[config.mk]
export PLATFORM = sky130hd
export DESIGN_NAME = twns_scale
export DESIGN_NICKNAME = d
export VERILOG_FILES = /design/src/twns_pkg.sv /design/src/twns_scale.sv
export SDC_FILE = /design/constraint.sdc
export NUM_CORES = 1
export LEC_CHECK = 0
export ABC_AREA = 1
export BUFFER_PORTS_ARGS = -buffer_cell sky130_fd_sc_hd__buf_2
export CAP_MARGIN = 20
export CORE_MARGIN = 2
export CORE_UTILIZATION = 64
export DETAILED_ROUTE_END_ITERATION = 16
export GPL_TIMING_DRIVEN = 1
export PLACE_DENSITY = 0.87
export SLEW_MARGIN = 40
export SYNTH_ARGS = -nofsm -noshare
export SYNTH_HDL_FRONTEND = slang
export SYNTH_SLANG_ARGS = --single-unit
[constraint.sdc]
create_clock -name clock -period 16.5 [get_ports clock]
set_clock_uncertainty 0.05 [all_clocks]
set_input_delay 0.825 -clock clock [delete_from_list [all_inputs] [get_ports clock]]
set_output_delay 0.825 -clock clock [all_outputs]
set_load 0.05 [all_outputs]
[src/twns_pkg.sv]
// shared types, constants and arithmetic helpers for the nearest-texel sampler
// no dependencies; imported by every module of the block

package twns_pkg;

   localparam int FRAC_BITS  = 16;
   localparam int COORD_BITS = 24;
   localparam int FX_BITS    = FRAC_BITS + 1;
   localparam int POS_BITS   = 8;
   localparam int SIZE_BITS  = 9;
   localparam int TEX_DEPTH  = 65536;
   localparam int ADDR_BITS  = $clog2(TEX_DEPTH);
   localparam int TEXEL_BITS = 32;
   localparam int IDX_BITS   = 16;
   localparam int MAX_SIZE   = 1 << POS_BITS;

   localparam logic [FX_BITS-1:0]    ONE_FX   = FX_BITS'(1) << FRAC_BITS;
   localparam logic [COORD_BITS-1:0] ONE_WIDE = COORD_BITS'(1) << FRAC_BITS;
   localparam logic [FRAC_BITS-1:0]  HALF_FX  = FRAC_BITS'(1) << (FRAC_BITS - 1);

   // wrap mode codes
   localparam logic [1:0] WRAP_REPEAT = 2'd0;
   localparam logic [1:0] WRAP_CLAMP  = 2'd1;
   localparam logic [1:0] WRAP_MIRROR = 2'd2;

   // action codes on the request side
   localparam logic ACT_SAMPLE = 1'b0;
   localparam logic ACT_WRITE  = 1'b1;

   // register indexes
   localparam logic [1:0] REG_TEX_WIDTH  = 2'd0;
   localparam logic [1:0] REG_TEX_HEIGHT = 2'd1;
   localparam logic [1:0] REG_WRAP_U     = 2'd2;
   localparam logic [1:0] REG_WRAP_V     = 2'd3;

   typedef struct packed {
      logic [POS_BITS-1:0]  lim_x;
      logic [POS_BITS-1:0]  lim_y;
      logic [SIZE_BITS-1:0] width;
      logic [1:0]           wrap_u;
      logic [1:0]           wrap_v;
   } cfg_type;

   typedef struct packed {
      logic                  is_write;
      logic [FX_BITS-1:0]    u;
      logic [FX_BITS-1:0]    vf;
      logic [IDX_BITS-1:0]   wr_index;
      logic [TEXEL_BITS-1:0] wr_texel;
   } coord_word_type;

   typedef struct packed {
      logic                  is_write;
      logic [POS_BITS-1:0]   x;
      logic [POS_BITS-1:0]   y;
      logic [IDX_BITS-1:0]   wr_index;
      logic [TEXEL_BITS-1:0] wr_texel;
   } pos_word_type;

   typedef struct packed {
      logic                  is_write;
      logic [ADDR_BITS-1:0]  addr;
      logic [TEXEL_BITS-1:0] wr_texel;
      logic [POS_BITS-1:0]   x;
      logic [POS_BITS-1:0]   y;
   } fetch_word_type;

   typedef struct packed {
      logic [POS_BITS-1:0]   y;
      logic [POS_BITS-1:0]   x;
      logic [TEXEL_BITS-1:0] texel;
   } result_word_type;

   // size register to effective size: zero acts as one, large values saturate
   function automatic logic [SIZE_BITS-1:0] eff_size(input logic [SIZE_BITS-1:0] s);
      logic [SIZE_BITS-1:0] r;
      if (s == '0) begin
         r = SIZE_BITS'(1);
      end else if (s > SIZE_BITS'(MAX_SIZE)) begin
         r = SIZE_BITS'(MAX_SIZE);
      end else begin
         r = s;
      end
      return r;
   endfunction

   // fold a signed coordinate into [0, one]
   function automatic logic [FX_BITS-1:0] wrap_coord(input logic [COORD_BITS-1:0] pat,
                                                     input logic [1:0] mode);
      logic [FRAC_BITS-1:0] frac;
      logic [FX_BITS-1:0]   r;
      frac = pat[FRAC_BITS-1:0];
      case (mode)
         WRAP_CLAMP: begin
            if (pat[COORD_BITS-1]) begin
               r = '0;
            end else if (pat > ONE_WIDE) begin
               r = ONE_FX;
            end else begin
               r = pat[FX_BITS-1:0];
            end
         end
         WRAP_MIRROR: begin
            if (pat[FRAC_BITS]) begin
               r = ONE_FX - {1'b0, frac};
            end else begin
               r = {1'b0, frac};
            end
         end
         default: r = {1'b0, frac};
      endcase
      return r;
   endfunction

   // scale by size-1, round half up, clamp to the last texel
   function automatic logic [POS_BITS-1:0] to_texel(input logic [FX_BITS-1:0] c,
                                                    input logic [POS_BITS-1:0] lim);
      logic [FX_BITS+POS_BITS-1:0] prod;
      logic [FX_BITS+POS_BITS:0]   sum;
      logic [POS_BITS:0]           p;
      prod = (FX_BITS + POS_BITS)'(c) * (FX_BITS + POS_BITS)'(lim);
      sum  = {1'b0, prod} + (FX_BITS + POS_BITS + 1)'(HALF_FX);
      p    = sum[FRAC_BITS+POS_BITS:FRAC_BITS];
      return (p > {1'b0, lim}) ? lim : p[POS_BITS-1:0];
   endfunction

endpackage

[src/twns_scale.sv]
// second pipeline stage: scale wrapped coordinates to texel column and row
// depends on twns_pkg

module twns_scale (
   input  logic                     clock,
   input  logic                     reset,
   input  logic                     in_valid,
   input  twns_pkg::coord_word_type in_word,
   input  twns_pkg::cfg_type        cfg,
   output logic                     out_valid,
   output twns_pkg::pos_word_type   out_word
);
   import twns_pkg::*;

   logic         valid_ff;
   pos_word_type word_ff;
   pos_word_type word_in;

   always_comb begin
      word_in.is_write = in_word.is_write;
      word_in.x        = to_texel(in_word.u, cfg.lim_x);
      word_in.y        = to_texel(in_word.vf, cfg.lim_y);
      word_in.wr_index = in_word.wr_index;
      word_in.wr_texel = in_word.wr_texel;
   end

   always_ff @(posedge clock) begin
      if (reset) begin
         valid_ff <= 1'b0;
      end else begin
         valid_ff <= in_valid;
      end
   end

   always_ff @(posedge clock) begin
      word_ff <= word_in;
   end

   assign out_valid = valid_ff;
   assign out_word  = word_ff;

endmodule

==> metrics.cfg <==
[yosys]
yosysMostFrequentCell = inv_1
synth.area.top_cells = fa_1 31%, inv_1 17%, nand2_1 16%, ha_1 14%, dfxtp_1 11%
syn_nets = 2056
synthAdderAreaFrac_pct = 44.47
synth-compound-area-share_pct = 3.562
synth_top_family_by_area = adder cells
avgSynthCellArea_um2 = 7.060
synth_top_area_share_pct = 30.83
synth-seq-cells = 66
synth_edf_count = 0
synth_simple_gate_area_share_pct = 20.56
synth_xor_area_share_pct = 0.5305
ys_types = 31
ys_top_cells_by_count = 526 x inv_1, 488 x nand2_1, 178 x fa_1
synth_ff_type = dfxtp_1
yosys_warnings = 0
netlist_instances = 1637
synth.yosys.seq_area_share_pct = 11.43
yosys.area.top_type = fa_1
muxShareOfSynthArea_pct = 0
netlist_area_um2 = 11560
async_reset_ff_share_pct = 0

[clocking]
hold_buffers = 0
post_cts_buffers = 0
cts_tree = yes
cts_root_buf = clkbuf_16
cts_max_path_buffers = 2
clkTransAtPathRegs_ns = 0.07
cts_sinks = 66
cts.htree.levels = 3
cts_inserted_buffers = 9
ctsResizeCount = 0

[power_and_ir_drop]
p_sw_share_pct = 55.95
power.switching_mw = 1.063
internal_power_uw = 836.7
cellPowerDensity_nw_per_um2 = 149.3
p_leak_nw = 8.589
max-vdd-ir-drop_mv = 0.1360
fin_total_pwr_mw = 1.899
seq_power_share_pct = 10.5
p_comb_share_pct = 78.8
pwr-share-clk_pct = 10.7

[global_route]
grt_first_pass_wirelength_um = 46360
grt.total_usage_pct = 29.76
antenna_found_initial = 2
grt.overflow.total = 0
grt_pass1_vias = 10150
grt_max_degree = 20

[timing]
setup_tns_ns = 0
setup_viol = 0
layout_min_cycle_time_ns = 5.957
timing.final.ws_setup_ns = 10.54
drv_slew = 0
worst_slew_pin_slew_ns = 0.4805
max_freq_mhz = 167.9
slew_headroom_pct = 67.96
fin_crit_sh_pct = 36.10
finalHoldViolCount = 0
rsz0062_at_grt = false

[drt]
wl_um = 27060
viasPerCell = 5.020
ant_nets = 0
drt_first_iter_violations = 754
wire_per_inst_um = 13.62
drt_pass1_iterations = 5
remaining_drc_errors = 0
via_count = 9974

[cells_and_area]
drive_gt1_share_pct = 10.98
nNetsFinal = 2171
area_growth_syn_to_layout_pct = 10.10
final_cell_area_um2 = 12720

[placement]
dpl_cell_area_um2 = 12410
place_worst_setup_slack_ns = 10.22
dp.final_hpwl_um = 22390
gp_congestion = 0.9956
portBuffers = 167

[setup_path]
cpPeakStageDelay_ns = 0.52
critPathLaunchType = input pin
critPathCaptureType = flip-flop
cp.arrival_ns = 6.21
path_max_fanout = 19
crit_top_cell = nand2_1
cpMaxStageDelayCell = fa_1
worstPathRequired_ns = 16.75
critPathKind = input pin to flip-flop

[floorplanning]
core_um2 = 17840
die_h_um = 138.4
start_util_pct = 64.78
rows = 49
io_pins = 181
die_area_um2 = 19150
die_w_um = 138.4

[run]
drv_cap = 0

[min_path]
hold_class = input pin to flip-flop

[run_status]
status = complete, no violations

worst max-delay path, delay by kind of cell:
kind,cells,cell delay (ns)
simple gates,16,1.40
xor+xnor,1,0.29
compound gates,1,0.26
buf+inv,5,0.83
fa+ha+maj,6,2.56
worst paths after layout:
kind / start / to / slack (ns) / depth (start not counted)
max: cfg[24] / out_word[63] / 10.54 / 29
min: in_word[38] / out_word[38] / 0.53 / 1
flip-flops by register name (all words and copies together) (netlist names):
register,flops
out_valid,1
out_word,65
area by class of cell:
cell class	count	area [µm²]
Antenna cell	1	2.502
Sequential cell	66	1321
Clock inverter	6	72.57
Clock buffer	10	239.0
Multi-Input combinational cell	981	7989
Fill cell	1423	5116
Tap cell	229	286.5
Inverter	527	1978
Timing Repair Buffer	167	835.8
cell families after synthesis:
group | after synthesis
buffers and inverters | 590
AO/OA/AOI/OAI | 71
flip-flops | 66
XOR/XNOR | 7
adder cells (fa/ha/maj) | 304
AND/OR/NAND/NOR | 599
layer usage:
metal | GRT usage [%] | wire (µm) | up-vias
li1 | - | - | 4855
met1 | 37.73 | 11070 | 4644
met2 | 52.03 | 13330 | 427
met3 | 4.641 | 2028 | 48
met4 | 10.42 | 626 | 0
met5 | 0 | 0 | -
metrics by stage:
stage               hold WS [ns]  utilization, %  cells
global placement          0.8780           69.56   1970
floorplan                 0.8027               -   1637
global route              0.5180           71.32   1987
detailed placement        0.8789           69.56   1970
CTS                       0.5164           71.31   1986
finish                    0.5261           71.32   1987
cell usage in the layout, fill, tap and decap left out, drive strengths merged, types with 3 or more instances in the layout:
cell,synthesis,layout
nor3,7,7
buf,18,167
nand3,30,30
xor2,3,3
nor2,53,53
clkbuf,45,10
fa,178,178
nand2,490,490
a21o,7,7
a21oi,37,37
o21bai,10,10
nand4,16,16
ha,126,126
inv,527,529
xnor2,4,4
o21ai,14,14
dfxtp,66,66
power groups by stage:
stage	Clock [mW]	Combinational, mW	Sequential (mW)
3_5_place_dp	0	1.47	0.203
4_1_cts	0.208	1.49	0.200
6_report	0.203	1.50	0.200
3_3_place_gp	0	1.44	0.202
5_1_grt	0.211	1.72	0.201
2_1_floorplan	0	1.06	0.297
(Power assumes the default switching activity.)
