==> src/twns_pkg.sv <==
// shared types, constants and arithmetic helpers for the nearest-texel sampler
// no dependencies; imported by every module of the block

package twns_pkg;

   localparam int FRAC_BITS  = 16;
   localparam int COORD_BITS = 24;
   localparam int FX_BITS    = FRAC_BITS + 1;
   localparam int POS_BITS   = 8;
   localparam int SIZE_BITS  = 9;
   localparam int TEX_DEPTH  = 65536;
   localparam int ADDR_BITS  = $clog2(TEX_DEPTH);
   localparam int TEXEL_BITS = 32;
   localparam int IDX_BITS   = 16;
   localparam int MAX_SIZE   = 1 << POS_BITS;

   localparam logic [FX_BITS-1:0]    ONE_FX   = FX_BITS'(1) << FRAC_BITS;
   localparam logic [COORD_BITS-1:0] ONE_WIDE = COORD_BITS'(1) << FRAC_BITS;
   localparam logic [FRAC_BITS-1:0]  HALF_FX  = FRAC_BITS'(1) << (FRAC_BITS - 1);

   // wrap mode codes
   localparam logic [1:0] WRAP_REPEAT = 2'd0;
   localparam logic [1:0] WRAP_CLAMP  = 2'd1;
   localparam logic [1:0] WRAP_MIRROR = 2'd2;

   // action codes on the request side
   localparam logic ACT_SAMPLE = 1'b0;
   localparam logic ACT_WRITE  = 1'b1;

   // register indexes
   localparam logic [1:0] REG_TEX_WIDTH  = 2'd0;
   localparam logic [1:0] REG_TEX_HEIGHT = 2'd1;
   localparam logic [1:0] REG_WRAP_U     = 2'd2;
   localparam logic [1:0] REG_WRAP_V     = 2'd3;

   typedef struct packed {
      logic [POS_BITS-1:0]  lim_x;
      logic [POS_BITS-1:0]  lim_y;
      logic [SIZE_BITS-1:0] width;
      logic [1:0]           wrap_u;
      logic [1:0]           wrap_v;
   } cfg_type;

   typedef struct packed {
      logic                  is_write;
      logic [FX_BITS-1:0]    u;
      logic [FX_BITS-1:0]    vf;
      logic [IDX_BITS-1:0]   wr_index;
      logic [TEXEL_BITS-1:0] wr_texel;
   } coord_word_type;

   typedef struct packed {
      logic                  is_write;
      logic [POS_BITS-1:0]   x;
      logic [POS_BITS-1:0]   y;
      logic [IDX_BITS-1:0]   wr_index;
      logic [TEXEL_BITS-1:0] wr_texel;
   } pos_word_type;

   typedef struct packed {
      logic                  is_write;
      logic [ADDR_BITS-1:0]  addr;
      logic [TEXEL_BITS-1:0] wr_texel;
      logic [POS_BITS-1:0]   x;
      logic [POS_BITS-1:0]   y;
   } fetch_word_type;

   typedef struct packed {
      logic [POS_BITS-1:0]   y;
      logic [POS_BITS-1:0]   x;
      logic [TEXEL_BITS-1:0] texel;
   } result_word_type;

   // size register to effective size: zero acts as one, large values saturate
   function automatic logic [SIZE_BITS-1:0] eff_size(input logic [SIZE_BITS-1:0] s);
      logic [SIZE_BITS-1:0] r;
      if (s == '0) begin
         r = SIZE_BITS'(1);
      end else if (s > SIZE_BITS'(MAX_SIZE)) begin
         r = SIZE_BITS'(MAX_SIZE);
      end else begin
         r = s;
      end
      return r;
   endfunction

   // fold a signed coordinate into [0, one]
   function automatic logic [FX_BITS-1:0] wrap_coord(input logic [COORD_BITS-1:0] pat,
                                                     input logic [1:0] mode);
      logic [FRAC_BITS-1:0] frac;
      logic [FX_BITS-1:0]   r;
      frac = pat[FRAC_BITS-1:0];
      case (mode)
         WRAP_CLAMP: begin
            if (pat[COORD_BITS-1]) begin
               r = '0;
            end else if (pat > ONE_WIDE) begin
               r = ONE_FX;
            end else begin
               r = pat[FX_BITS-1:0];
            end
         end
         WRAP_MIRROR: begin
            if (pat[FRAC_BITS]) begin
               r = ONE_FX - {1'b0, frac};
            end else begin
               r = {1'b0, frac};
            end
         end
         default: r = {1'b0, frac};
      endcase
      return r;
   endfunction

   // scale by size-1, round half up, clamp to the last texel
   function automatic logic [POS_BITS-1:0] to_texel(input logic [FX_BITS-1:0] c,
                                                    input logic [POS_BITS-1:0] lim);
      logic [FX_BITS+POS_BITS-1:0] prod;
      logic [FX_BITS+POS_BITS:0]   sum;
      logic [POS_BITS:0]           p;
      prod = (FX_BITS + POS_BITS)'(c) * (FX_BITS + POS_BITS)'(lim);
      sum  = {1'b0, prod} + (FX_BITS + POS_BITS + 1)'(HALF_FX);
      p    = sum[FRAC_BITS+POS_BITS:FRAC_BITS];
      return (p > {1'b0, lim}) ? lim : p[POS_BITS-1:0];
   endfunction

endpackage

==> src/twns_addr.sv <==
// third pipeline stage: linear texel address y*width+x, or the write index
// depends on twns_pkg

module twns_addr (
   input  logic                     clock,
   input  logic                     reset,
   input  logic                     in_valid,
   input  twns_pkg::pos_word_type   in_word,
   input  twns_pkg::cfg_type        cfg,
   output logic                     out_valid,
   output twns_pkg::fetch_word_type out_word
);
   import twns_pkg::*;

   localparam int LIN_BITS = POS_BITS + SIZE_BITS;

   logic           valid_ff;
   fetch_word_type word_ff;
   fetch_word_type word_in;
   logic [LIN_BITS-1:0] lin;

   always_comb begin
      lin = LIN_BITS'(in_word.y) * LIN_BITS'(cfg.width) + LIN_BITS'(in_word.x);
      word_in.is_write = in_word.is_write;
      if (in_word.is_write) begin
         word_in.addr = in_word.wr_index[ADDR_BITS-1:0];
      end else begin
         word_in.addr = lin[ADDR_BITS-1:0];
      end
      word_in.wr_texel = in_word.wr_texel;
      word_in.x        = in_word.x;
      word_in.y        = in_word.y;
   end

   always_ff @(posedge clock) begin
      if (reset) begin
         valid_ff <= 1'b0;
      end else begin
         valid_ff <= in_valid;
      end
   end

   always_ff @(posedge clock) begin
      word_ff <= word_in;
   end

   assign out_valid = valid_ff;
   assign out_word  = word_ff;

endmodule

==> config.mk <==
export PLATFORM = sky130hd
export DESIGN_NAME = twns_addr
export DESIGN_NICKNAME = d
export VERILOG_FILES = /design/src/twns_pkg.sv /design/src/twns_addr.sv
export SDC_FILE = /design/constraint.sdc
export NUM_CORES = 1
export LEC_CHECK = 0
export BUFFER_PORTS_ARGS = -buffer_cell sky130_fd_sc_hd__buf_2
export CORE_MARGIN = 2
export CORE_UTILIZATION = 45
export CTS_CLUSTER_DIAMETER = 80
export DETAILED_ROUTE_END_ITERATION = 8
export GPL_ROUTABILITY_DRIVEN = 0
export GPL_TIMING_DRIVEN = 0
export HOLD_SLACK_MARGIN = 0.12
export PLACE_DENSITY = 0.75
export SLEW_MARGIN = 15
export SYNTH_ARGS = -nofsm -noshare
export SYNTH_HDL_FRONTEND = slang
export SYNTH_SLANG_ARGS = --single-unit
export TNS_END_PERCENT = 10
==> constraint.sdc <==
create_clock -name clock -period 7.2 [get_ports clock]
set_input_delay 1.8 -clock clock [delete_from_list [all_inputs] [get_ports clock]]
set_output_delay 1.8 -clock clock [all_outputs]
set_load 0.01 [all_outputs]
==> impl_metrics.json, run 1 <==
{
  "maxCapViolCount": 0,
  "ctsResizeCount": 0,
  "initial_core_util": 0.468,
  "vdd_drop_max_v": 0.000157,
  "crit_top_cell": "fa_1",
  "async_flop_share": 0,
  "min_period_over_period": 0.806,
  "critPathLaunchType": "input pin",
  "synth_area_um2": 4100,
  "crit_fanout": 9,
  "synth_top_family_by_area": "adder cells",
  "synth_fp_nets": 593,
  "via_per_inst": 4.89,
  "critPathRequiredTime_ns": 7.41,
  "tightest_slew_ns": 0.458,
  "synthXorXnorAreaFrac": 0.0171,
  "crit_buf_inv": 5,
  "ys_types": 39,
  "hold_viol": 0,
  "preCtsSetupSlack_ns": 1.06,
  "synth_compound_area_frac": 0.0686,
  "chipHeight_um": 99.5,
  "grt_pass1_vias": 3446,
  "use_met2": 0.362,
  "muxShareOfSynthArea": 0.0110,
  "cts.sink_count": 66,
  "ant_nets": 0,
  "port_buffers": 142,
  "grt_pass1_wl_um": 15000,
  "finalMaxSlewViolations": 0,
  "drt_wl_total_um": 8820,
  "synth.most_common_cell": "inv_1",
  "nFillCells": 766,
  "synth_seq_cells": 66,
  "antenna_found_initial": 0,
  "synth-edff-count": 0,
  "outcome": "finished, final reports clean",
  "worst_hold_path_type": "input pin to register",
  "fin_nets": 746,
  "row_count": 34,
  "syn_inst": 411,
  "final_area_um2": 5190,
  "ys_warn_count": 0,
  "synthFlopType": "dfxtp_1",
  "core_um2": 8760,
  "synth-simple-area-share": 0.151,
  "drt_iter0_drc": 94,
  "critPathSlowestCell": "fa_1",
  "synth_commonest_cells": "81 x inv_1, 66 x dfxtp_1, 49 x fa_1",
  "clock_path_buffers": 2,
  "clockRootBuffer": "clkbuf_8",
  "grtUsageMet3": 0.0401,
  "grt_use_met1": 0.208,
  "dr.pass1.iters": 4,
  "synth-adder-area-share": 0.349,
  "wl_per_cell_um": 13.0,
  "synth_top_area_cell": "dfxtp_1",
  "place_area_um2": 4950,
  "cpLargestDelayFamily": "adder cells",
  "critPathKind": "input pin to register",
  "drive_above_1_share": 0.299,
  "avgSynthCellArea_um2": 9.98,
  "critPathCaptureType": "register",
  "rsz0062_at_grt": "false",
  "setup_viol": 0,
  "cts_inserted_buffers": 9,
  "cts_max_level": 3,
  "die_area_um2": 9900,
  "critical-path-max-stage-delay_ns": 0.54,
  "path_clk_slew_ns": 0.08,
  "p_per_area_nw_per_um2": 302,
  "cp.arrival_ns": 6.02,
  "vias": 3311,
  "ios": 163,
  "area_growth_pct": 26.5,
  "total_leakage_power_nw": 2.76,
  "die_w_um": 99.5,
  "fin_setup_tns_ns": 0,
  "place_hpwl_um": 7230,
  "synth-seq-area-share": 0.322,
  "worst_slack_ns": 1.39,
  "num_antenna_cells": 0,
  "hold_buffers": 0,
  "grt_max_degree": 13,
  "fin_crit_ns": 5.81,
  "busiest_layer": "met2",
  "gr-total-overflow": 0,
  "max_freq_mhz": 172,
  "synth_top_area_share": 0.322,
  "crit_chain": "buf_2, clkbuf_1, nand2_1, fa_1, inv_1, fa_1, inv_1, fa_1, fa_1, inv_1, ha_1, o211ai_1, a21oi_1, o21bai_1, a2111oi_0, nor3_1",
  "cts_tree": "done",
  "synth_area_leaders": "dfxtp_1 32%, fa_1 24%, ha_1 11%",
  "route.detailed.drc": 0,
  "grt_use_total": 0.189,
  "cts_setup_buffers": 0,
  "slew_headroom": 0.695
}
-- where the power goes --
part	internal, mW	switching (mW)
registers	0.419	0.0101
logic	0.332	0.429
clock network	0.231	0.145
-- metal layers --
metal	wire, µm	vias up	part of all wire
met5	0	-	0
met4	158	0	0.018
met3	696	16	0.079
met2	4780	127	0.54
met1	3190	1586	0.36
li1	-	1582	-
-- registers in the layout (all words and copies together), names as in the netlist --
signal and count:
out_valid 1, out_word 65
-- layout by cell type, fill, tap and decap left out, types with 9 or more instances in the layout --
cell type	Yosys	layout
ha_1	36	36
dfxtp_1	66	66
inv_1	81	81
buf_2	3	145
fa_1	49	49
o21ai_0	10	10
nand2_1	41	41
and2_1	46	46
a21oi_1	12	12
clkbuf_8	0	9
-- final timing paths --
| kind | depth (start not counted) | slack, ns | endpoint | from |
|---|---|---|---|---|
| setup / recovery | 16 | 1.39 | out_word[61]$_DFF_P_ | in_word[49] |
| hold / removal | 1 | 1.56 | out_word[46]$_DFF_P_ | in_word[30] |
-- stage by stage --
stage	instances	power (mW)	util	hold slack (ns)
4_1_cts	677	1.59	0.592	1.54
3_3_place_gp	661	1.19	0.565	1.90
5_1_grt	677	1.72	0.592	1.54
3_5_place_dp	661	1.20	0.565	1.90
6_report	677	1.57	0.592	1.56
2_1_floorplan	411	1.01	-	1.83
-- kinds of logic after synthesis --
group                    Yosys count
XOR/XNOR                           8
multiplexers                       4
flip-flops                        66
AND/OR/NAND/NOR                  117
adder cells (fa/ha/maj)           85
buffers and inverters             88
AO/OA/AOI/OAI                     43
-- area by class of cell --
class	count	area [µm²]	area share
Inverter	81	304	0.0586
Clock buffer	10	128	0.0246
Timing Repair Buffer	142	711	0.137
Sequential cell	66	1320	0.255
Clock inverter	6	115	0.0222
Multi-Input combinational cell	257	2450	0.471
Buffer	7	31.3	0.00603
Tap cell	108	135	0.0260
No activity file was read; power rests on OpenSTA's default activity.
==> inputs of run 2 (changes only) <==
--- a/config.mk
+++ b/config.mk
@@ -13,7 +13,7 @@
 export GPL_ROUTABILITY_DRIVEN = 0
 export GPL_TIMING_DRIVEN = 0
 export HOLD_SLACK_MARGIN = 0.12
-export PLACE_DENSITY = 0.75
+export PLACE_DENSITY = 0.78
 export SLEW_MARGIN = 15
 export SYNTH_ARGS = -nofsm -noshare
 export SYNTH_HDL_FRONTEND = slang
==> constraint.sdc (replaced) <==
create_clock -name clock -period 5 [get_ports clock]
set_input_delay 1.25 -clock clock [delete_from_list [all_inputs] [get_ports clock]]
set_output_delay 1.25 -clock clock [all_outputs]
set_load 0.01 [all_outputs]
==> run 2 against run 1 <==
Compared with the run above: sequential power up 44%; clock power up 35%; highest routed layer unchanged; clock-buffer cell count unchanged; die area unchanged; first-iteration DRC count up 12%; flip-flop and latch count unchanged; cell area up 0.43%; non-clock buffer count down 2; via count down 0.45%; critical path depth down 2.
==> impl_metrics.json, run 2 (synthesized netlist as in run 1, its figures left out) <==
{
  "cts_tree": "done",
  "critPathCaptureType": "register",
  "critPathRequiredTime_ns": 5.24,
  "antenna_found_initial": 0,
  "via_per_inst": 4.88,
  "critPathLaunchType": "input pin",
  "area_growth_pct": 27.1,
  "min_from": "in_word[8]",
  "final_common_cell": "buf_2",
  "grt_pass1_wl_um": 15500,
  "grtUsageMet3": 0.0499,
  "fin_nets": 744,
  "wl_per_cell_um": 13.4,
  "grt_use_total": 0.196,
  "total_leakage_power_nw": 2.75,
  "core_um2": 8760,
  "die_area_um2": 9900,
  "slew_headroom": 0.761,
  "fin_setup_tns_ns": 0,
  "rsz0062_at_grt": "true",
  "nFillCells": 760,
  "final_area_um2": 5210,
  "ios": 163,
  "final_cell_mix": "143 x buf_2, 81 x inv_1, 66 x dfxtp_1, 49 x fa_1, 46 x and2_1",
  "cp.arrival_ns": 5.08,
  "num_antenna_cells": 0,
  "initial_core_util": 0.468,
  "gr-total-overflow": 0,
  "cts_inserted_buffers": 9,
  "cp-startpoint": "cfg[10]",
  "use_met2": 0.370,
  "busiest_layer": "met2",
  "grt_pass1_vias": 3579,
  "vdd_drop_max_v": 0.000202,
  "seq_area_um2": 1320,
  "route.detailed.drc": 0,
  "ant_nets": 0,
  "hold_viol": 0,
  "grt_use_met1": 0.211,
  "critPathKind": "input pin to register",
  "dr.pass1.iters": 4,
  "worst_hold_path_type": "input pin to register",
  "place_hpwl_um": 7260,
  "vias": 3296,
  "tightest_slew_ns": 0.355,
  "port_buffers": 142,
  "drt_wl_total_um": 9060,
  "finalMaxSlewViolations": 0,
  "row_count": 34,
  "crit_fanout": 8,
  "multi_input_area_um2": 2490,
  "hold_buffers": 0,
  "min_period_over_period": 0.968,
  "cts_max_level": 3,
  "holdPathStages": 1,
  "drive_above_1_share": 0.312,
  "max_freq_mhz": 207,
  "chipHeight_um": 99.5,
  "fin_crit_ns": 4.84,
  "maxCapViolCount": 0,
  "setup_viol": 0,
  "clockRootBuffer": "clkbuf_8",
  "grt_max_degree": 13,
  "die_w_um": 99.5,
  "p_per_area_nw_per_um2": 439,
  "place_area_um2": 4950,
  "outcome": "finished, final reports clean",
  "path_clk_slew_ns": 0.07,
  "largest_reg_flops": 65,
  "drt_iter0_drc": 105,
  "cts.sink_count": 66,
  "clock_path_buffers": 2
}
[run 2: per-stage QoR]
stage | std cells | worst slack [ns] | total power [mW] | utilization | hold WS (ns)
2_1_floorplan | 411 | 0.0328 | 1.45 | - | 1.28
6_report | 675 | 0.160 | 2.29 | 0.595 | 1.00
4_1_cts | 677 | 0.0182 | 2.27 | 0.592 | 0.992
3_5_place_dp | 661 | -0.426 | 1.74 | 0.565 | 1.35
3_3_place_gp | 661 | -0.348 | 1.71 | 0.565 | 1.35
5_1_grt | 675 | -0.0167 | 2.51 | 0.595 | 0.987
[run 2: critical path, cell delays in order]
cell and delay (ns):
buf_2 0.16, and2_1 0.19, fa_1 0.50, fa_1 0.52, fa_1 0.55, inv_1 0.06, fa_1 0.52, inv_1 0.04
ha_1 0.34, a21o_1 0.23, nand2b_1 0.15, o21ai_1 0.20, nand3_1 0.11, a31o_2 0.26
[run 2: path summary, 6_finish.rpt]
check	endpoint	slack, ns
min	out_word[24]$_DFF_P_	1.00
max	out_word[63]$_DFF_P_	0.16
[run 2: layout make-up]
type	instances	area share
inverters	81	0.0583
clock inverters	6	0.0173
flip-flops and latches	66	0.253
repair buffers	142	0.137
plain buffers	5	0.00456
multi-input cells	257	0.477
clock buffers	10	0.0264
well taps	108	0.0259
[run 2: timing repair]
| item | in CTS | in global routing |
|---|---|---|
| buffers inserted | 0 | 0 |
| setup endpoints to repair | 1 | 5 |
| gates resized for setup | 2 | 9 |
| pin swaps | 0 | 1 |
[run 2: where the power goes]
| group | internal [mW] | total, mW | switching [mW] | leakage (nW) |
|---|---|---|---|---|
| combinational | 0.508 | 1.16 | 0.653 | 2.08 |
| sequential | 0.604 | 0.619 | 0.0148 | 0.557 |
| clock | 0.295 | 0.508 | 0.213 | 0.112 |
[run 2: metal layers]
layer / share of wire / vias to the layer above
met1: 0.37 / 1573
li1: - / 1582
met2: 0.53 / 121
met4: 0.021 / 0
met3: 0.076 / 20
met5: 0 / -
