### config.mk
export PLATFORM = sky130hd
export DESIGN_NAME = twns_wrap
export DESIGN_NICKNAME = d
export VERILOG_FILES = /design/src/twns_pkg.sv /design/src/twns_wrap.sv
export SDC_FILE = /design/constraint.sdc
export NUM_CORES = 1
export LEC_CHECK = 0
export ABC_CLOCK_PERIOD_IN_PS = 7500
export BUFFER_PORTS_ARGS = -buffer_cell sky130_fd_sc_hd__clkbuf_2
export CORE_AREA = 5 5 109 131
export CTS_BUF_LIST = sky130_fd_sc_hd__clkbuf_4 sky130_fd_sc_hd__clkbuf_8 sky130_fd_sc_hd__clkbuf_16
export DETAILED_ROUTE_END_ITERATION = 8
export DIE_AREA = 0 0 114 136
export GPL_ROUTABILITY_DRIVEN = 1
export GPL_TIMING_DRIVEN = 0
export SLEW_MARGIN = 20
export SYNTH_ARGS = -nofsm -noshare
export SYNTH_HDL_FRONTEND = slang
export SYNTH_SLANG_ARGS = --single-unit
### constraint.sdc
create_clock -name clock -period 7.5 [get_ports clock]
set_input_delay 2.25 -clock clock [delete_from_list [all_inputs] [get_ports clock]]
set_output_delay 2.25 -clock clock [all_outputs]
set_load 0.1 [all_outputs]
### src/twns_pkg.sv
// shared types, constants and arithmetic helpers for the nearest-texel sampler
// no dependencies; imported by every module of the block

package twns_pkg;

   localparam int FRAC_BITS  = 16;
   localparam int COORD_BITS = 24;
   localparam int FX_BITS    = FRAC_BITS + 1;
   localparam int POS_BITS   = 8;
   localparam int SIZE_BITS  = 9;
   localparam int TEX_DEPTH  = 65536;
   localparam int ADDR_BITS  = $clog2(TEX_DEPTH);
   localparam int TEXEL_BITS = 32;
   localparam int IDX_BITS   = 16;
   localparam int MAX_SIZE   = 1 << POS_BITS;

   localparam logic [FX_BITS-1:0]    ONE_FX   = FX_BITS'(1) << FRAC_BITS;
   localparam logic [COORD_BITS-1:0] ONE_WIDE = COORD_BITS'(1) << FRAC_BITS;
   localparam logic [FRAC_BITS-1:0]  HALF_FX  = FRAC_BITS'(1) << (FRAC_BITS - 1);

   // wrap mode codes
   localparam logic [1:0] WRAP_REPEAT = 2'd0;
   localparam logic [1:0] WRAP_CLAMP  = 2'd1;
   localparam logic [1:0] WRAP_MIRROR = 2'd2;

   // action codes on the request side
   localparam logic ACT_SAMPLE = 1'b0;
   localparam logic ACT_WRITE  = 1'b1;

   // register indexes
   localparam logic [1:0] REG_TEX_WIDTH  = 2'd0;
   localparam logic [1:0] REG_TEX_HEIGHT = 2'd1;
   localparam logic [1:0] REG_WRAP_U     = 2'd2;
   localparam logic [1:0] REG_WRAP_V     = 2'd3;

   typedef struct packed {
      logic [POS_BITS-1:0]  lim_x;
      logic [POS_BITS-1:0]  lim_y;
      logic [SIZE_BITS-1:0] width;
      logic [1:0]           wrap_u;
      logic [1:0]           wrap_v;
   } cfg_type;

   typedef struct packed {
      logic                  is_write;
      logic [FX_BITS-1:0]    u;
      logic [FX_BITS-1:0]    vf;
      logic [IDX_BITS-1:0]   wr_index;
      logic [TEXEL_BITS-1:0] wr_texel;
   } coord_word_type;

   typedef struct packed {
      logic                  is_write;
      logic [POS_BITS-1:0]   x;
      logic [POS_BITS-1:0]   y;
      logic [IDX_BITS-1:0]   wr_index;
      logic [TEXEL_BITS-1:0] wr_texel;
   } pos_word_type;

   typedef struct packed {
      logic                  is_write;
      logic [ADDR_BITS-1:0]  addr;
      logic [TEXEL_BITS-1:0] wr_texel;
      logic [POS_BITS-1:0]   x;
      logic [POS_BITS-1:0]   y;
   } fetch_word_type;

   typedef struct packed {
      logic [POS_BITS-1:0]   y;
      logic [POS_BITS-1:0]   x;
      logic [TEXEL_BITS-1:0] texel;
   } result_word_type;

   // size register to effective size: zero acts as one, large values saturate
   function automatic logic [SIZE_BITS-1:0] eff_size(input logic [SIZE_BITS-1:0] s);
      logic [SIZE_BITS-1:0] r;
      if (s == '0) begin
         r = SIZE_BITS'(1);
      end else if (s > SIZE_BITS'(MAX_SIZE)) begin
         r = SIZE_BITS'(MAX_SIZE);
      end else begin
         r = s;
      end
      return r;
   endfunction

   // fold a signed coordinate into [0, one]
   function automatic logic [FX_BITS-1:0] wrap_coord(input logic [COORD_BITS-1:0] pat,
                                                     input logic [1:0] mode);
      logic [FRAC_BITS-1:0] frac;
      logic [FX_BITS-1:0]   r;
      frac = pat[FRAC_BITS-1:0];
      case (mode)
         WRAP_CLAMP: begin
            if (pat[COORD_BITS-1]) begin
               r = '0;
            end else if (pat > ONE_WIDE) begin
               r = ONE_FX;
            end else begin
               r = pat[FX_BITS-1:0];
            end
         end
         WRAP_MIRROR: begin
            if (pat[FRAC_BITS]) begin
               r = ONE_FX - {1'b0, frac};
            end else begin
               r = {1'b0, frac};
            end
         end
         default: r = {1'b0, frac};
      endcase
      return r;
   endfunction

   // scale by size-1, round half up, clamp to the last texel
   function automatic logic [POS_BITS-1:0] to_texel(input logic [FX_BITS-1:0] c,
                                                    input logic [POS_BITS-1:0] lim);
      logic [FX_BITS+POS_BITS-1:0] prod;
      logic [FX_BITS+POS_BITS:0]   sum;
      logic [POS_BITS:0]           p;
      prod = (FX_BITS + POS_BITS)'(c) * (FX_BITS + POS_BITS)'(lim);
      sum  = {1'b0, prod} + (FX_BITS + POS_BITS + 1)'(HALF_FX);
      p    = sum[FRAC_BITS+POS_BITS:FRAC_BITS];
      return (p > {1'b0, lim}) ? lim : p[POS_BITS-1:0];
   endfunction

endpackage

### src/twns_wrap.sv
// first pipeline stage: per-axis wrap of u and v, vertical flip of v
// depends on twns_pkg

module twns_wrap (
   input  logic                            clock,
   input  logic                            reset,
   input  logic                            in_valid,
   input  logic                            in_action,
   input  logic [twns_pkg::COORD_BITS-1:0] in_u,
   input  logic [twns_pkg::COORD_BITS-1:0] in_v,
   input  logic [twns_pkg::IDX_BITS-1:0]   in_wr_index,
   input  logic [twns_pkg::TEXEL_BITS-1:0] in_wr_texel,
   input  twns_pkg::cfg_type               cfg,
   output logic                            out_valid,
   output twns_pkg::coord_word_type        out_word
);
   import twns_pkg::*;

   logic           valid_ff;
   coord_word_type word_ff;
   coord_word_type word_in;

   always_comb begin
      word_in.is_write = (in_action == ACT_WRITE);
      word_in.u        = wrap_coord(in_u, cfg.wrap_u);
      word_in.vf       = ONE_FX - wrap_coord(in_v, cfg.wrap_v);
      word_in.wr_index = in_wr_index;
      word_in.wr_texel = in_wr_texel;
   end

   always_ff @(posedge clock) begin
      if (reset) begin
         valid_ff <= 1'b0;
      end else begin
         valid_ff <= in_valid;
      end
   end

   always_ff @(posedge clock) begin
      word_ff <= word_in;
   end

   assign out_valid = valid_ff;
   assign out_word  = word_ff;

endmodule

==> key figures, run 1 <==
Status
  • Status: finished clean

Power
  • VDD IR max: between 0.15 and 0.2 mV
  • LEAKAGE: 2.35 nW
  • Power per Cell Area: roughly 270 nW/um^2
  • Total power: 1.39 mW

Finish
  • Syn-to-layout area delta: 37.7%
  • Area of the multi-input gates: 1910 um^2
  • Ant. Diodes: 0
  • Post-layout nets: 739
  • # fillers: 1318
  • Flip-flop and latch area: 1680 um^2
  • Layout cells sized above 1: 0.383

Logic synthesis
  • Most common cell in the synthesized netlist: dfxtp_1
  • Synth cell count leaders: dfxtp_1 (84), nand2_1 (35), nor2_1 (29), o21ai_0 (18), o21ai_1 (17)
  • Sequential fraction of the synthesis area: 0.446
  • Synthesized Nets: 546
  • Netlist cell types: 71
  • Top-area cell type share of the netlist area: 0.446
  • Cell accounting for the most synthesized area: dfxtp_1
  • Synthesized area: 3770 um^2
  • Number of synthesized flops with an enable pin: 0
  • Asr flop ratio synth: 0
  • Cells after Synth: ~400
  • Post-synth top flop: dfxtp_1
  • Register bit total from synthesis: 84
  • Syn avg cell area: 9.19 um^2
  • Yosys synthesis warning count: 0
  • Synth area leaders: dfxtp_1 (45%), nand2_1 (3.5%), nor2_1 (2.9%)

Global route
  • Global Route Usage Sum: 0.146
  • First-pass GRT wire length: between 15000 and 20000 um
  • Antenna violations before repair: 0
  • Gr ovfl total: 0
  • Vias in the first global route: 3702
  • Largest net degree at the start of global routing: 19

Setup path
  • Worst setup path end: out_word[58]
  • WP data required: 7760 ps
  • Critical-path cell list: clkbuf_2 -> inv_1 -> ha_1 -> or4b_1 -> buf_6 -> o41ai_4 -> a21o_1 -> buf_4 -> o21ai_0 -> and2_1 -> ha_1 -> o2111ai_1 -> nor2_1 -> nand4_1 -> xnor2_1
  • Crit. End Element: register
  • Startpoint types: input port
  • Max stage delay on crit path: 490 ps
  • Setup crit start: in_v[1]
  • Cell repeated most along the worst path: ha_1
  • Critical path's top delay family: compound AO/OA/AOI/OAI gates
  • Worst Path Buf+Inv: 4
  • Levels on crit path: 15
  • Crit path DAT: 5440 ps
  • Worst Path Max Fanout: 10
  • Slowest CP cell: o41ai_4
  • Crit path kind: in2reg

Floorplanning
  • FP Rows: 46
  • Die width: around 110 um
  • Initial core utilization: 0.291
  • CORE AREA: 12900 um^2
  • Die Area: ~16000 um^2
  • Die H: 136 um
  • I/O pin count: 213

Clocking
  • Post-CTS Setup Bufs: 0
  • Post-CTS sizing: 0
  • Clock transition at path regs: 70 ps
  • Clock buffer count from CTS: 9
  • Hold-fix buffers at CTS: 0
  • Max H-tree Level: 3
  • Clock Sinks: 84
  • CTS tree: yes
  • Clock root cell: clkbuf_16
  • Largest buffer count on any clock path: 2

Route
  • Post-route antenna net violation count: 0
  • DR iter-0 viols: between 200 and 250
  • Drt pass-1 iters: 4
  • Routed wire length: roughly 12000 um
  • Per-cell routed wire length: between 10 and 15 um
  • Vias per cell: 4.94
  • Via count: around 3800
  • DRC viols: 0

Worst hold path
  • Worst min path class: in2reg

STA
  • Max-slew headroom at the worst pin: 0.551
  • Setup ws final: 2330 ps
  • Period minus WS final: 5170 ps
  • Period utilization: 0.690
  • RSZ-0062 raised after global routing: false
  • Max-slew violations: 0
  • Highest Clock Rate: approximately 0.19 GHz
  • Count of final hold-check violations: 0
  • Final TNS setup: 0 ps
  • Final setup violation count: 0
  • Worst slew pin tran: 656 ps

Placement
  • Port Buffers: 182
  • Post-DP HPWL: 9460 um
  • RD Place Congestion: 0.908
  • Pre-CTS setup slack: 2010 ps

Job
  • Max cap viols: 0
## report_power, final
part           switching [mW]  internal (mW)
combinational           0.380         0.0905
sequential            0.00909          0.484
clock                   0.195          0.236
## layout by cell type (no fill, tap or decap), types with 3 or more instances in the layout
cell type | netlist | layout
dfxtp_1 | 84 | 84
a31oi_1 | 7 | 7
buf_6 | 4 | 4
nand2b_1 | 6 | 6
a21oi_1 | 15 | 15
nor2b_1 | 7 | 7
o31ai_1 | 13 | 13
nand2_1 | 35 | 35
clkbuf_1 | 10 | 10
o211ai_1 | 4 | 4
ha_1 | 7 | 7
buf_2 | 6 | 6
o21ai_1 | 17 | 17
and2_1 | 9 | 9
nand3_1 | 10 | 10
buf_1 | 3 | 3
inv_8 | 0 | 3
a2111o_1 | 3 | 3
o21ai_0 | 18 | 18
nor4_1 | 5 | 5
nand4_1 | 6 | 6
nor2_1 | 29 | 29
nor3_1 | 10 | 10
clkbuf_16 | 0 | 9
or2_2 | 5 | 5
or4_1 | 6 | 6
clkbuf_2 | 0 | 182
xnor2_1 | 9 | 9
inv_1 | 13 | 13
or3_1 | 8 | 8
## kinds of logic (layout without fill, tap and decap cells)
group / count (synthesis) / in the layout / share of synthesized area
adders and majority gates: 7 / 7 / 0.0232
buffers and inverters: 37 / 235 / 0.0478
AOI/OAI and AO/OA: 110 / 110 / 0.207
and+or+nand+nor: 157 / 157 / 0.239
muxes: 4 / 4 / 0.0113
xor gates and xnor gates: 11 / 11 / 0.0256
DFF: 84 / 84 / 0.446
## sequential cells by signal (all words and copies together) (netlist names)
register	flops
out_valid	1
out_word	83
## routing by layer
metal  up-vias  track usage  part of all wire
li1       1884            -                 -
met4         0       0.0594             0.019
met3        15       0.0352             0.070
met5         -            0                 0
met2       149        0.264              0.52
met1      1788        0.162              0.39
## how the worst min path moves through the flow
| stage | startpoint | depth (start not counted) | to |
|---|---|---|---|
| 4_1_cts | in_wr_texel[17] | 1 | out_word[17] |
| 6_report | in_wr_texel[17] | 1 | out_word[17] |
| 3_5_place_dp | in_wr_texel[17] | 1 | out_word[17] |
| 5_1_grt | in_wr_texel[17] | 1 | out_word[17] |
| 2_1_floorplan | in_wr_texel[0] | 0 | out_word[0] |
| 3_3_place_gp | in_wr_texel[9] | 1 | out_word[9] |
## cell type report
type | instances | area share
tap | 168 | 0.0405
inverter | 13 | 0.00940
clock inverter | 7 | 0.0147
timing repair buffer | 182 | 0.175
buffer | 24 | 0.0253
sequential | 84 | 0.324
multi-input combinational | 289 | 0.367
clock buffer | 9 | 0.0434
## stage by stage
step           instance area, um^2   util  std cells  hold WS (ps)
3_3_place_gp                  4890  0.378        760          2350
4_1_cts                       5190  0.401        776          1980
5_1_grt                       5190  0.401        776          1980
6_report                      5190  0.401        776          2000
3_5_place_dp                  4890  0.378        760          2350
2_1_floorplan                 3770      -        410          2280
Note: power is estimated with default switching activity, not from simulation.
==> run 2: changes to the inputs <==
- ABC_AREA: unset -> 1
- ABC_CLOCK_PERIOD_IN_PS: 7500 -> 4150
- CORE_AREA: 5 5 109 131 -> 5 5 106 128
- DIE_AREA: 0 0 114 136 -> 0 0 111 133
- clock period: 7.5 -> 4.15 ns (I/O delays scaled with it)
==> key figures, run 2 <==
Logic synthesis
  • Most common cell in the synthesized netlist: nand2_1
  • Register bit total from synthesis: 84 (unchanged)
  • Netlist cell types: 34 (-52%)
  • Cells after Synth: 470 (+15%)
  • Synthesized area: 3600 um^2 (-4.5%)
  • Synthesized Nets: 606 (+11%)
  • Sequential fraction of the synthesis area: 0.467 (+0.0209)
  • Synth cell count leaders: nand2_1 (101), dfxtp_1 (84), inv_1 (57), nor2_1 (55), nand3_1 (46)
  • Yosys synthesis warning count: 0 (unchanged)
  • Number of synthesized flops with an enable pin: 0 (unchanged)
  • Cell accounting for the most synthesized area: dfxtp_1
  • Asr flop ratio synth: 0 (unchanged)
  • Top-area cell type share of the netlist area: 0.467 (+0.0209)
  • Synth area leaders: dfxtp_1 (47%), nand2_1 (11%), nand3_1 (6.4%)
  • Post-synth top flop: dfxtp_1
  • Syn avg cell area: 7.66 um^2 (-17%)

Clocking
  • Clock buffer count from CTS: 9 (unchanged)
  • Max H-tree Level: 3 (unchanged)
  • Clock Sinks: 84 (unchanged)
  • Hold-fix buffers at CTS: 0 (unchanged)
  • Clock transition at path regs: 60 ps (about the same)
  • Post-CTS sizing: 0 (unchanged)
  • Clock root cell: clkbuf_16
  • Post-CTS Setup Bufs: 0 (unchanged)
  • Largest buffer count on any clock path: 2 (unchanged)
  • CTS tree: yes

Floorplanning
  • Die width: 111 um (-2.6%)
  • Die Area: 14800 um^2 (-4.8%)
  • Die H: 133 um (-2.2%)
  • CORE AREA: 12300 um^2 (-4.8%)
  • Initial core utilization: 0.292 (+0.000919)
  • I/O pin count: 213 (unchanged)
  • FP Rows: 45 (-2.2%)

STA
  • RSZ-0062 raised after global routing: false
  • Highest Clock Rate: 0.306 GHz
  • Period utilization: 0.787
  • Period minus WS final: between 3000 and 4000 ps
  • Max-slew violations: 0 (unchanged)
  • Final TNS setup: 0 ps (unchanged)
  • Count of final hold-check violations: 0 (unchanged)
  • Max-slew headroom at the worst pin: 0.591 (+0.0398)
  • Final setup violation count: 0 (unchanged)
  • Worst slew pin tran: 611 ps (-45.6 ps)

Worst hold path
  • Worst min path class: in2reg

Finish
  • Most frequent cells in the layout: clkbuf_2 (186), nand2_1 (101), dfxtp_1 (84), inv_1 (57), nor2_1 (55)
  • Layout cells sized above 1: 0.365 (-0.0186)
  • Most common cell after layout, fill and taps aside: clkbuf_2
  • # fillers: 1283 (-2.7%)
  • Final core utilization: 0.409 (+0.00786)
  • Max reg flops: 83 (unchanged)
  • Post-layout nets: 803 (+8.7%)
  • Non-filler instance count after layout: 836 (+7.7%)
  • Final instance area: 5040 um^2 (-2.9%)
  • Syn-to-layout area delta: 40.0%
  • Ant. Diodes: 0 (unchanged)

Power
  • Comb pwr share: 0.334 (-0.003)
  • VDD IR max: 0.267 mV (+78%)
  • Seq pwr share: 0.353 (about the same)
  • Int Power: 1.50 mW (+85%)
  • Switching part of the total: 0.406 (-0.0124)
  • LEAKAGE: 2.65 nW (+13%)
  • Power per Cell Area: 501 nW/um^2 (+87%)
  • Clock network power share: 0.313 (+0.003)
  • Switching Power: 1.03 mW (+76%)

Setup path
  • Crit path DAT: 3490 ps (-1950 ps)
  • Crit. End Element: register
  • Crit path kind: in2reg
  • WP data required: 4370 ps (-3390 ps)
  • Startpoint types: input port
  • Worst Path Max Fanout: 10 (unchanged)

Route
  • DRC viols: 0 (unchanged)
  • Routed wire length: 10600 um (-8.5%)
  • DR iter-0 viols: 136 (-41%)
  • Per-cell routed wire length: 12.7 um (-15%)
  • Via count: 3741 (-2.5%)
  • Drt pass-1 iters: 5 (+1)
  • Vias per cell: 4.47 (-9.5%)
  • Post-route antenna net violation count: 0 (unchanged)

Global route
  • Gr ovfl total: 0 (unchanged)
  • GRT met1 Usage: 0.152 (-0.00999)
  • Layer with the highest usage: met2
  • M2 GR Usage: 0.266 (+0.00186)
  • Met3 Track Usage GR: 0.0453 (+0.0101)
  • Vias in the first global route: 3668 (-0.92%)
  • First-pass GRT wire length: 17300 um (-4.2%)
  • Largest net degree at the start of global routing: 16 (-3)
  • Global Route Usage Sum: 0.144 (-0.00170)
  • Antenna violations before repair: 0 (unchanged)

Placement
  • Placed insts: 820 (+7.9%)
  • DP Area: 4740 um^2 (-3.1%)
  • Port Buffers: 186 (+2.2%)
  • RD Place Congestion: 0.845 (-6.9%)
  • Post-DP HPWL: 9070 um (-4.1%)

Status
  • Status: finished clean

Job
  • Max cap viols: 0 (unchanged)
[run 2: final timing paths]
check       startpoint           end  depth (start not counted)
min    in_wr_texel[22]  out_word[22]                          1
max            in_v[1]  out_word[60]                         18
[run 2: cells by family (layout without fill, tap and decap cells)]
kind of cell             Yosys count  count (layout)  synth area share
adder cells (fa/ha/maj)            7               7            0.0243
buffers and inverters             70             272            0.0758
AND/OR/NAND/NOR                  257             257             0.341
flip-flops                        84              84             0.467
AO/OA/AOI/OAI                     46              46            0.0775
XOR/XNOR                           6               6            0.0146
[run 2: final cells by class]
class | count | area [um^2] | area share
clock inverter | 6 | 71.3 | 0.0142
sequential | 84 | 1680 | 0.334
multi-input combinational | 316 | 1650 | 0.326
buffer | 7 | 36.3 | 0.00720
inverter | 63 | 236 | 0.0469
clock buffer | 10 | 233 | 0.0462
timing repair buffer | 186 | 931 | 0.185
tap | 164 | 205 | 0.0407
[run 2: layer usage]
metal | vias up | share of wire | wire length [um]
met5 | - | 0 | 0
met4 | 0 | 0.026 | 277
met3 | 20 | 0.065 | 695
met2 | 142 | 0.52 | 5480
met1 | 1683 | 0.39 | 4180
li1 | 1896 | - | -
[run 2: power by group through the flow]
stage | Sequential, mW | Clock, mW | Combinational [mW]
floorplan | 1.40 | 0 | 0.178
global placement | 0.910 | 0 | 0.841
detailed placement | 0.912 | 0 | 0.848
CTS | 0.894 | 0.818 | 0.849
global route | 0.899 | 0.857 | 0.887
finish | 0.893 | 0.790 | 0.844
[run 2: metrics by stage]
step	power, mW	hold WS (ps)	setup slack (ps)
3_5_place_dp	1.76	1350	548
4_1_cts	2.56	993	902
3_3_place_gp	1.75	1350	620
6_report	2.53	1010	883
5_1_grt	2.64	987	678
2_1_floorplan	1.58	1270	1060
[run 2: worst max-delay path, stage by stage]
cell and delay (ps):
clkbuf_2 130, inv_1 70, ha_1 220, nand2_2 120, nor2_4 70, nand2_1 70
nand2_1 60, nand2_2 130, nand2_2 70, buf_6 160, a21oi_4 170, ha_1 210
a21boi_1 260, nand3_2 210, inv_2 100, nand3_1 70, nand2_1 70, nand2_1 50
